### src/hw/rtl/tcu_pkg.sv
// Shared widths, constants and word types of the triangle circumcircle unit.
package tcu_pkg;

  // Vertex coordinate width (signed integers).
  localparam int unsigned CoordBits = 16;
  // Default number of fraction bits of the fixed-point results.
  localparam int unsigned FracBitsDef = 16;

  // Result widths.
  localparam int unsigned CtrW = 48;
  localparam int unsigned RadW = 63;

  // Edge vector, square, cross product and numerator widths.
  localparam int unsigned AbW   = CoordBits + 1;
  localparam int unsigned SqW   = 2 * CoordBits;
  localparam int unsigned TW    = 2 * CoordBits + 1;
  localparam int unsigned ProdW = 2 * AbW;
  localparam int unsigned DenW  = ProdW + 2;
  localparam int unsigned NumW  = TW + AbW + 1;

  // Depth of the queue between the front and the back.
  localparam int unsigned QDepth   = 8;
  // Number of register stages in the front.
  localparam int unsigned FrontLat = 3;

  // Largest positive center and magnitude of the most negative one.
  localparam logic [CtrW-1:0] CtrPosMax = {1'b0, {(CtrW-1){1'b1}}};
  localparam logic [CtrW-1:0] CtrNegMag = {1'b1, {(CtrW-1){1'b0}}};

  // Input word: the three vertices.
  typedef struct packed {
    logic signed [CoordBits-1:0] ax;
    logic signed [CoordBits-1:0] ay;
    logic signed [CoordBits-1:0] bx;
    logic signed [CoordBits-1:0] by;
    logic signed [CoordBits-1:0] cx;
    logic signed [CoordBits-1:0] cy;
  } tcu_in_t;

  // Result word.
  typedef struct packed {
    logic signed [CtrW-1:0] center_x;
    logic signed [CtrW-1:0] center_y;
    logic [RadW-1:0]        radius_sq;
    logic                   degenerate;
    logic                   saturated;
  } tcu_out_t;

  // Word passed from the front to the back through the queue.
  typedef struct packed {
    logic signed [NumW-1:0]      nx;
    logic signed [NumW-1:0]      ny;
    logic signed [DenW-1:0]      den;
    logic signed [CoordBits-1:0] ax;
    logic signed [CoordBits-1:0] ay;
  } tcu_item_t;

  // Control and sideband that travel alongside the divider.
  typedef struct packed {
    logic                        deg;
    logic                        negx;
    logic                        negy;
    logic                        ovfx;
    logic                        ovfy;
    logic signed [CoordBits-1:0] ax;
    logic signed [CoordBits-1:0] ay;
  } tcu_side_t;

endpackage

### src/hw/rtl/tcu_queue.sv
// Small queue that decouples the front from the back.
module tcu_queue (
  input  logic                                    clk_i,
  input  logic                                    rst_ni,
  input  logic                                    push_i,
  input  tcu_pkg::tcu_item_t                      data_i,
  input  logic                                    pop_i,
  output tcu_pkg::tcu_item_t                      head_o,
  output logic [$clog2(tcu_pkg::QDepth+1)-1:0]    level_o
);

  localparam int unsigned Depth = tcu_pkg::QDepth;
  localparam int unsigned PtrW  = $clog2(Depth);
  localparam int unsigned LvlW  = $clog2(Depth + 1);

  tcu_pkg::tcu_item_t mem_q [Depth];
  logic [PtrW-1:0] wptr_q, rptr_q;
  logic [LvlW-1:0] level_q, level_d;

  // Occupancy follows pushes and pops.
  always_comb begin
    level_d = level_q;
    if (push_i && !pop_i) begin
      level_d = level_q + LvlW'(1);
    end else if (!push_i && pop_i) begin
      level_d = level_q - LvlW'(1);
    end
  end

  // Pointers and occupancy.
  always_ff @(posedge clk_i or negedge rst_ni) begin
    if (!rst_ni) begin
      wptr_q  <= '0;
      rptr_q  <= '0;
      level_q <= '0;
    end else begin
      if (push_i) begin
        wptr_q <= wptr_q + PtrW'(1);
      end
      if (pop_i) begin
        rptr_q <= rptr_q + PtrW'(1);
      end
      level_q <= level_d;
    end
  end

  // Storage.
  always_ff @(posedge clk_i) begin
    if (push_i) begin
      mem_q[wptr_q] <= data_i;
    end
  end

  assign head_o  = mem_q[rptr_q];
  assign level_o = level_q;

endmodule

### config.mk
export PLATFORM = sky130hd
export DESIGN_NAME = tcu_queue
export DESIGN_NICKNAME = d
export VERILOG_FILES = /design/src/hw/rtl/tcu_pkg.sv /design/src/hw/rtl/tcu_queue.sv
export SDC_FILE = /design/constraint.sdc
export NUM_CORES = 1
export LEC_CHECK = 0
export ABC_AREA = 1
export BUFFER_PORTS_ARGS = -buffer_cell sky130_fd_sc_hd__buf_2
export CAP_MARGIN = 20
export CORE_MARGIN = 1.5
export CORE_UTILIZATION = 45
export DETAILED_ROUTE_END_ITERATION = 16
export PLACE_DENSITY = 0.62
export SLEW_MARGIN = 30
export SYNTH_ARGS = -nofsm -noshare
export SYNTH_HDL_FRONTEND = slang
export SYNTH_SLANG_ARGS = --single-unit
### constraint.sdc
create_clock -name clk_i -period 9.75 [get_ports clk_i]
set_input_delay 0.975 -clock clk_i [delete_from_list [all_inputs] [get_ports clk_i]]
set_output_delay 0.975 -clock clk_i [all_outputs]
set_load 0.02 [all_outputs]
==> reports/metrics.cfg, run 1 <==
[die]
initial_utilization=0.454
fp.dieH_um=351
io_pins=348
chipWidth_um=351
fp.coreArea_um2=120000
num_rows=127
dieArea_um2=123000

[timing]
hold_viol=0
final.setup_skew_ns=0.0231
max-slew-margin-rel=0.306
fin_crit_sh=0.593
setup_viol=0
worstMarginPinSlew_ns=1.04
fmax_mhz=173
rsz0062_at_grt=false
setup_ws_ns=3.97
slew_violations=0
setup_tns_ns=0
worst_hold_slack_ns=0.0884
fin_crit_ns=5.78

[synthesis]
synthFlopType=edfxtp_1
ys_seq_area_frac=0.754
synth_top_area_frac=0.749
synth-edff-count=1360
syn_inst=4590
ys_ff_latch=1370
yosysTopAreaCell=edfxtp_1
yosys-top-cells-area=edfxtp_1 75%, nand2_1 13%, o21ai_0 3.8%
synth_area_um2=54500
ys.warnings.count=0
async_flop_share=0.00730
synth_most_common_cell=nand2_1
syn_avg_cell_area_um2=11.9
synth.net_count=4770
yosysUniqueCellTypes=22
ys_top_cells_by_count=1896 x nand2_1, 1360 x edfxtp_1, 410 x o21ai_0

[final_layout]
syn2layout_area_growth_pct=13.7
fin_cells=6594
drive_above_1_share=0.119
nNetsFinal=5043

[critical_path]
r2r-start=wptr_q[0]
r2r_cells=4
r2r-end=mem_q[6][62]
required_ns=8.78
crit_arrival_ns=4.80
worst_setup_path_end_kind=primary output
cp-start-kind=flop
r2r_slack_ns=6.42
path_class=reg -> out
critPathMaxFanout=89

[routing]
routed_wl_mm=129
vias=34100
route.detailed.wl_per_inst_um=19.6
drtPass1Iterations=5
viasPerCell=5.18
drc_errors=0
initialDrtViolationCount=2824
drtAntennaViolNets=0

[clocking]
cts_root_buffer=clkbuf_16
hold_buffers=0
ctsResizeCount=0
clk_pin_slew_ns=0.06
postCtsSetupBuffers=0
cts_max_level=4
ctsLongestPathBuffers=3
clk_latency_ns=0.76
cts.sinks=1370
cts_tree=built
cts_buffers=144

[global_route]
antenna_found_initial=38
grt_pass1_wl_mm=193
grt_remaining_overflow=0
grt_max_degree=223
grt_pass1_vias=33000
track_usage=0.207

[placed_design]
place_congestion=0.726
dp.cells=6329
place_hpwl_mm=63.0
io_buffers=347
place_ws_ns=4.76

[outcome]
outcome=completed

[power_and_ir_drop]
irDropWorstVdd_mv=0.211
power_leakage_nw=23.1
p_total_mw=19.3
pwr_density_cell_nw_per_um2=311

[run]
drv_cap=0

[min_path]
hold_class=in -> async

==> kinds of logic after synthesis <==
logic type / after synthesis / synth area share
and+or+nand+nor: 2249 / 0.155
AOI/OAI and AO/OA: 684 / 0.0628
DFF: 1370 / 0.754
adders and majority gates: 6 / 0.00151
xor gates and xnor gates: 5 / 0.000803
buffers and inverters: 276 / 0.0262
==> placed cells by master (no fill, tap or decap) <==
master	Yosys	routed
inv_6	0	1
or2_2	2	2
buf_2	126	347
clkinv_2	1	21
buf_4	12	29
a21oi_1	1	1
xor2_1	3	3
buf_6	25	2
edfxtp_1	1360	1360
o21ai_1	273	273
ha_1	5	5
clkbuf_16	0	149
o21ai_0	410	410
buf_16	0	2
nand3_1	2	2
inv_16	0	3
clkinv_8	0	7
buf_12	0	10
inv_1	10	10
xnor2_1	2	2
nor2_4	0	8
nand2_1	1896	1896
bufinv_16	0	7
clkbuf_1	81	43
nor2_1	349	341
clkinvlp_4	0	1
clkinv_1	0	25
diode_2	0	10
fa_1	1	1
inv_8	0	1
dfrtp_4	0	3
dfrtp_1	10	7
==> registers in the layout (all words and copies together), names as in the netlist <==
register and flops:
wptr_q 3, level_o 4, rptr_q 3, mem_q 1360
==> metal layers <==
metal  vias up  global-route usage  part of all wire
li1      16300                   -                 -
met2       875               0.354              0.49
met1     16700               0.262              0.42
met3       250              0.0437             0.059
met4        46              0.0712             0.027
met5         -                   0            0.0023
==> per-stage QoR <==
step / utilization / area [um2]
after global placement: 0.479 / 57400
after CTS: 0.516 / 61900
final: 0.517 / 62000
after floorplan: - / 54500
after detailed placement: 0.479 / 57500
after global routing: 0.516 / 62000
==> worst max-delay path, stage by stage (launching register included) <==
cell,delay (ns)
dfrtp_4,0.80
buf_4,0.75
buf_4,0.66
buf_4,0.81
o21ai_0,0.23
o21ai_1,0.17
nand2_1,0.07
nand2_1,0.15
buf_2,0.19
==> worst max path at each step <==
stage               startpoint           to  cells past startpoint
floorplan               push_i  mem_q[0][0]                      3
global placement     rptr_q[0]   head_o[52]                      8
detailed placement   rptr_q[0]   head_o[36]                     10
CTS                  rptr_q[0]   head_o[36]                     10
global route         rptr_q[0]   head_o[52]                      8
finish               rptr_q[0]   head_o[24]                      8
==> power by group <==
part	switching, mW	internal [mW]	leakage, nW
clock network	2.19	2.99	2.17
logic	4.98	1.77	8.49
registers	0.237	7.14	12.5
total	7.40	11.9	23.1
==> cell type report <==
class | count | area [um2]
Fill cell | 10100 | 58000
Sequential cell | 1370 | 41100
Multi-Input combinational cell | 2944 | 12100
Clock buffer | 192 | 3890
Timing Repair Buffer | 390 | 2230
Tap cell | 1612 | 2020
Clock inverter | 63 | 563
Inverter | 13 | 85.1
Antenna cell | 10 | 25.0
(Power assumes the default switching activity.)
==> run 2, diff against run 1 <==
==> constraint.sdc (replaced) <==
create_clock -name clk_i -period 5.91 [get_ports clk_i]
set_input_delay 0.591 -clock clk_i [delete_from_list [all_inputs] [get_ports clk_i]]
set_output_delay 0.591 -clock clk_i [all_outputs]
set_load 0.02 [all_outputs]
==> run 2 against run 1 <==
Compared with the run above: sequential power increased by 64%; via count is 0.72% higher; critical path type unchanged; critical path depth decreased by 1; clock-buffer cell count is 15 lower; clock power rose by 77%; sequential share of layout area decreased by 0.60 points; wire length up 2.0%; largest cell class unchanged.
==> reports/metrics.cfg, run 2 (synthesis results as in run 1) <==
[outcome]
outcome=completed

[clocking]
cts_buffers=143
clk_pin_slew_ns=0.06
ctsLongestPathBuffers=3
cts_max_level=4
cts_tree=built
clk_latency_ns=0.75
postCtsSetupBuffers=0
cts_root_buffer=clkbuf_16
cts.sinks=1370

[routing]
initialDrtViolationCount=2830
viasPerCell=5.20
vias=34400
drtAntennaViolNets=0
drtPass1Iterations=5
route.detailed.wl_per_inst_um=19.9
drc_errors=0
routed_wl_mm=132

[die]
io_pins=348
chipWidth_um=351
fp.dieH_um=351
initial_utilization=0.454
dieArea_um2=123000
fp.coreArea_um2=120000
num_rows=127

[power_and_ir_drop]
p_int_mw=20.2
seqPwrFrac=0.373
p_total_mw=32.5
pwr-share-comb=0.346
clkPwrFrac=0.281
irDropWorstVdd_mv=0.462
pwr_density_cell_nw_per_um2=520
p_switching_mw=12.3
power_leakage_nw=23.4
netSwitchingFraction=0.379

[final_layout]
nNetsFinal=5047
drive_above_1_share=0.124
syn2layout_area_growth_pct=14.7
largest-register=mem_q
final_common_cell=nand2_1
final_util=0.521
fin_area_um2=62500
fin_cells=6611
mostFrequentLayoutCells=1896 x nand2_1, 1360 x edfxtp_1, 410 x o21ai_0
largest_reg_flops=1360

[timing]
max-slew-margin-rel=0.338
fin_crit_ns=4.37
fin_crit_sh=0.740
slew_violations=0
rsz0062_at_grt=false
hold_viol=0
setup_viol=0
setup_tns_ns=0
worstMarginPinSlew_ns=0.993
final.setup_skew_ns=0.0306
fmax_mhz=229

[critical_path]
critPathBufInv=3
path_cells=clkinv_8 -> buf_4 -> o21ai_0 -> o21ai_1 -> nand2_1 -> nand2_1 -> buf_2
path_class=reg -> out
cpMostUsedCell=nand2_1
cp-start-kind=flop
critPathMaxFanout=137
required_ns=5.32
slowest_stage=dfrtp_4
slowest_delay_ns=0.99
crit_arrival_ns=3.78
worst_setup_path_end_kind=primary output
cp_top_family=buffers and inverters

[placed_design]
place_hpwl_mm=63.1
dp.cells=6331
place_congestion=0.753
placed_area_um2=57600
io_buffers=347

[global_route]
grt_pass1_vias=33400
track_usage=0.212
grt_max_degree=225
grt_remaining_overflow=0
grt_pass1_wl_mm=198
antenna_found_initial=34

[min_path]
hold_class=in -> reg

[run]
drv_cap=0

-- run 2: cell types whose count changed in the layout (fill, tap and decap cells not counted), sizes merged --
cell,change
buf,+4
bufinv,+12
clkbuf,-15
clkinv,+10
clkinvlp,+1
diode,+3
dlygate4sd3,+1
inv,+1
-- run 2: final timing paths --
path	start	end	slack [ns]	cells after the start
worst max-delay path	rptr_q[1]	head_o[96]	1.54	7
worst min-delay path	data_i[163]	mem_q[5][163]	0.11	1
worst max register to register	rptr_q[1]	rptr_q[1]	3.28	3
worst min register to register	level_o[3]	level_o[3]	0.53	2
max in group asynchronous	rst_ni	rptr_q[2]	5.37	2
min in group asynchronous	rst_ni	wptr_q[1]	0.26	2
-- run 2: routing by layer --
metal  routed length [um]  GRT usage  vias to the layer above
li1                     -          -                    16300
met5                  246          0                        -
met3                 8480     0.0430                      262
met2                63400      0.348                      879
met1                55800      0.280                    16900
met4                 3690     0.0771                       36
-- run 2: repair_timing --
action | 4_1_cts | 5_1_grt
gates resized for setup | 0 | 0
endpoints found under the hold margin | 10 | 0
hold buffers | 1 | 0
-- run 2: final cells by class --
cell class | instances | area [um2]
Inverter | 13 | 85.1
Clock inverter | 87 | 995
Sequential cell | 1370 | 41100
Fill cell | 10300 | 57400
Clock buffer | 177 | 3830
Tap cell | 1612 | 2020
Timing Repair Buffer | 395 | 2410
Antenna cell | 13 | 32.5
Multi-Input combinational cell | 2944 | 12100
-- run 2: metrics by stage --
| step | setup slack [ns] | hold slack (ns) |
|---|---|---|
| finish | 1.54 | 0.110 |
| global placement | 2.31 | 0.493 |
| global route | 1.34 | 0.0664 |
| floorplan | -2.79 | 0.295 |
| detailed placement | 2.31 | 0.496 |
| CTS | 1.49 | 0.0440 |
-- run 2: power by group through the flow --
stage	sequential, mW	clock, mW	combinational, mW
after floorplan	12.4	0	7.71
after global placement	12.4	0	11.2
after detailed placement	12.3	0	11.3
after CTS	12.1	9.33	11.4
after global routing	12.2	9.73	12.5
final	12.1	9.16	11.3
